==> src/design/gss_ram.sv <==
`timescale 1ns / 1ps
// ----------------------------------------------------------------------------
// gss_ram
// Generic single-port-write, single-port-read RAM with registered read.
// ----------------------------------------------------------------------------
module gss_ram #(
  parameter int WIDTH = 32,
  parameter int DEPTH = 30
) (
  input  logic                     clk,
  input  logic                     we,
  input  logic [$clog2(DEPTH)-1:0] waddr,
  input  logic [WIDTH-1:0]         wdata,
  input  logic [$clog2(DEPTH)-1:0] raddr,
  output logic [WIDTH-1:0]         rdata
);

  logic [WIDTH-1:0] mem [DEPTH];

  always_ff @(posedge clk) begin
    if (we) begin
      mem[waddr] <= wdata;
    end
    rdata <= mem[raddr];
  end

endmodule

==> config.mk <==
export PLATFORM = sky130hd
export DESIGN_NAME = gss_ram
export DESIGN_NICKNAME = d
export VERILOG_FILES = /design/src/design/gss_ram.sv
export SDC_FILE = /design/constraint.sdc
export NUM_CORES = 1
export LEC_CHECK = 0
export CORE_ASPECT_RATIO = 1.4
export CORE_UTILIZATION = 50
export DETAILED_ROUTE_END_ITERATION = 12
export DONT_BUFFER_PORTS = 1
export PLACE_DENSITY = 0.69
export SLEW_MARGIN = 25
export SYNTH_ARGS = -nofsm -noshare
export SYNTH_HDL_FRONTEND = slang
export SYNTH_SLANG_ARGS = --single-unit
==> constraint.sdc <==
create_clock -name clk -period 3.4 [get_ports clk]
set_input_delay 0.51 -clock clk [delete_from_list [all_inputs] [get_ports clk]]
set_output_delay 0.51 -clock clk [all_outputs]
set_load 0.01 [all_outputs]
; Word level (Yosys, flattened, before mapping)
; Memories as Yosys holds them, arrays and structs flattened. A register that Yosys moved wholly into a read port is not among the register bits.
; Cells that the tools add are included.
[totals]
mem_count = 1
output_inout_bits = 32
register_bits = 0
ramBits = 960
inputBits = 44
word_cells = 3
[memory_table]
columns = name, depth, word_bits, rd, rd_ports_with_merged_regs, wr, line
row1 = mem, 30, 32, 1, 1, 1, 18  ; logic [WIDTH-1:0] mem [DEPTH];
[classes]
mux = 2
[op_table]
columns = cell, count
row1 = $mux 1, 2

; Depth between registers and ports, before layout
[logic_depth]
depth_word = 2
depth_mapped = 8
mapped_depth_nobuf = 4

; Least setup slack after synthesis
; Ideal clock, no wire load.
[synth_path]
kind = in2reg
start = input port waddr[0]
end = memory mem[12][0], enable pin
t_required_ns = 2.979
n_path_buf = 1
stages = 3
setup_time_ns = 0.421
t_arrival_ns = 2.523
slack_ns = 0.456
path_cell_list = or3b_2 > clkbuf_1 > nor2_1
[synth_lines]
columns = element, line
row1 = start: declaration, 12  ; input logic [$clog2(DEPTH)-1:0] waddr,
row2 = end: declaration, 18
; No word-level cell before the write port.

==> summary.md <==
| Metric | Value |
|---|---|
| Status | `complete, no violations` |
| DR pass1 iterations | `5` |
| Die height | `328.1 um` |
| Crit share post-route | `0.6727` |
| CTS clk-pin slew, worst paths | `0.07 ns` |
| NumNets Final | `1939` |
| DRC viols | `0` |
| Initial core utilization | `0.5053` |
| Placeable core area | `0.07519 mm^2` |
| Yosys cell types | `38` |
| Pwr Density | `590.0 mW/mm^2` |
| Die area | `0.07710 mm^2` |
| Syn Nets | `1872` |
| DP Cell Count | `2741` |
| Non-Filler Instances | `2936` |
| Remaining global-route overflow | `0` |
| DPL Wire Length | `55.54 mm` |
| WL per Instance | `31.15 um` |
| Antenna Diode Count | `0` |
| Gpl congestion | `0.8411` |
| Layout area overhead | `12.51%` |
| Register area | `0.02947 mm^2` |
| Clk sinks | `992` |
| Syn Area/Cell | `20.78 um^2` |
| Share of the synthesized area in the top cell type | `0.7588` |
| Commonest cells post-synth | `edfxtp_1 (960), mux2i_1 (210), a22oi_1 (76)` |
| Number of global-route vias before repair | `18450` |
| Port buffer count | `0` |
| Multi-input logic area | `0.007984 mm^2` |
| Worst VDD drop | `452.8 uV` |
| Synth Instances | `1828` |
| Fillers | `5310` |
| Peak Freq | `437.2 MHz` |
| Static Leak | `0.01406 uW` |
| Async set or reset register ratio after synthesis | `0` |
| #FFs+latches synth | `992` |
| Clock tree buffer depth | `3` |
| Layout Skew | `0.03082 ns` |
| DR iter-0 viols | `2101` |
| Crit. End Element | `register` |
| EDFF count, synth | `960` |
| TritonCTS buffer count | `88` |
| Setup TNS Final | `0 ns` |
| Worst path arrival time | `2.77 ns` |
| Worst-skew pair later-pin latency | `0.66 ns` |
| Critical path launch point type | `input port` |
| Antenna viol nets, final | `0` |
| Post-CTS Setup Inserts | `0` |
| Num ports | `76` |
| RSZ-0062 raised after global routing | `no` |
| WS Path Type | `input port to register` |
| YS warnings | `0` |
| Pins Over Slew Limit | `0` |
| Max H-tree Level | `3` |
| Most numerous cell in the Yosys netlist | `edfxtp_1` |
| Worst EP required | `3.89 ns` |
| Min Tclk post-route | `2.287 ns` |
| Rows | `119` |
| Max-cap violation count | `0` |
| Die width | `235.0 um` |
| Final hold violations | `0` |
| Vias/cell | `6.222` |
| Largest net degree at the start of global routing | `333` |
| Primary FF master, synth | `edfxtp_1` |
| Finish-stage setup viols | `0` |
| Synth area leaders | `edfxtp_1 (76%), mux2i_1 (5.5%), mux4_1 (4.4%), mux4_2 (4.0%), dfxtp_1 (1.7%)` |
| Register area share after synthesis | `0.7757` |
| Worst hold path type | `input port to register` |
| CTS tree | `yes` |
| Final wirelength | `91.44 mm` |
| Vias | `18269` |
| Synthesized area | `0.03799 mm^2` |
| GRT Util Overall | `0.2408` |
| Worst-Margin Slew | `1.247 ns` |
| Leading area contributor after synthesis | `edfxtp_1` |
| Slew HR | `0.1684` |
| Root Driver | `clkbuf_16` |
| Crit path max fanout | `332` |
| Antenna violations before repair | `2` |
| First-pass GRT wire length | `131.7 mm` |
| Layout cells sized above 1 | `0.1707` |
-- state kept, by name (all words and copies together) (netlist names) --
name   count
mem      960
rdata     32
-- cells in the final DEF, fill, tap and decap left out, drive strengths merged, types with 6 or more instances in the layout --
cell type | synthesis | routed
nor3 | 16 | 16
mux2 | 16 | 16
nor2 | 45 | 45
dfxtp | 32 | 32
nand4 | 16 | 16
clkinv | 0 | 24
edfxtp | 960 | 960
a21oi | 16 | 16
o22ai | 48 | 48
o21ai | 12 | 12
a22oi | 76 | 76
clkinvlp | 0 | 8
clkbuf | 23 | 113
a21o | 16 | 16
mux4 | 132 | 132
o211ai | 10 | 10
nand2b | 14 | 14
nand2 | 32 | 32
bufinv | 0 | 15
nand3b | 8 | 8
nand3 | 50 | 50
mux2i | 210 | 210
buf | 74 | 74
nor2b | 6 | 6
-- critical path, cell delays in order --
cell	delay (ns)
mux4_2	0.89
nand2b_1	0.19
nand4_1	0.43
o211ai_1	0.18
-- per-layer routing --
metal | track usage | wire, um
met1 | 0.2810 | 32170
met2 | 0.4396 | 49340
met3 | 0.02891 | 5418
met4 | 0.1194 | 4513
met5 | 0 | 0
-- power by group --
group          internal [uW]  switching [uW]  leakage [uW]
clock                   6110            4350       0.00146
combinational            436             625       0.00368
sequential             13600             117       0.00892
-- area by class of cell --
cell class                      instances  share of cell area
Clock inverter                         50             0.01552
Timing Repair Buffer                   74             0.02424
Clock buffer                          113             0.05565
Tap cell                              968             0.02834
Sequential cell                       992              0.6895
Multi-Input combinational cell        739              0.1868
-- path summary, 6_finish.rpt --
path,startpoint,endpoint,slack [ns],depth (start not counted)
hold reg to reg,mem[14][19],rdata[19],0.63,4
setup reg to reg,mem[21][23],rdata[23],1.55,4
hold / removal,wdata[14],mem[19][14],0.16,1
setup / recovery,raddr[0],rdata[23],1.11,4
-- per-stage QoR --
step	instance area, um^2	setup WS, ns	hold slack (ns)	total power (uW)	utilization
CTS	42750	1.433	0.1354	25340	0.5686
finish	42740	1.113	0.1585	25220	0.5684
detailed placement	39100	0.7608	0.6103	14730	0.5200
global placement	39100	0.7890	0.6003	14720	0.5200
global route	42740	1.381	0.1633	25810	0.5684
floorplan	37990	0.4559	0.5494	14600	-
-- timing repair --
item | in CTS | in global routing
hold buffers | 32 | 0
endpoints found under the hold margin | 960 | 0
gates resized for setup | 0 | 0
-- logic make-up (layout without fill, tap and decap cells) --
kind of cell | after synthesis | after routing | synth area share
AO/OA/AOI/OAI | 178 | 178 | 0.03201
multiplexers | 358 | 358 | 0.1446
flip-flops | 992 | 992 | 0.7757
AND/OR/NAND/NOR | 203 | 203 | 0.02717
buffers and inverters | 97 | 237 | 0.02049
No activity file was read; power rests on OpenSTA's default activity.
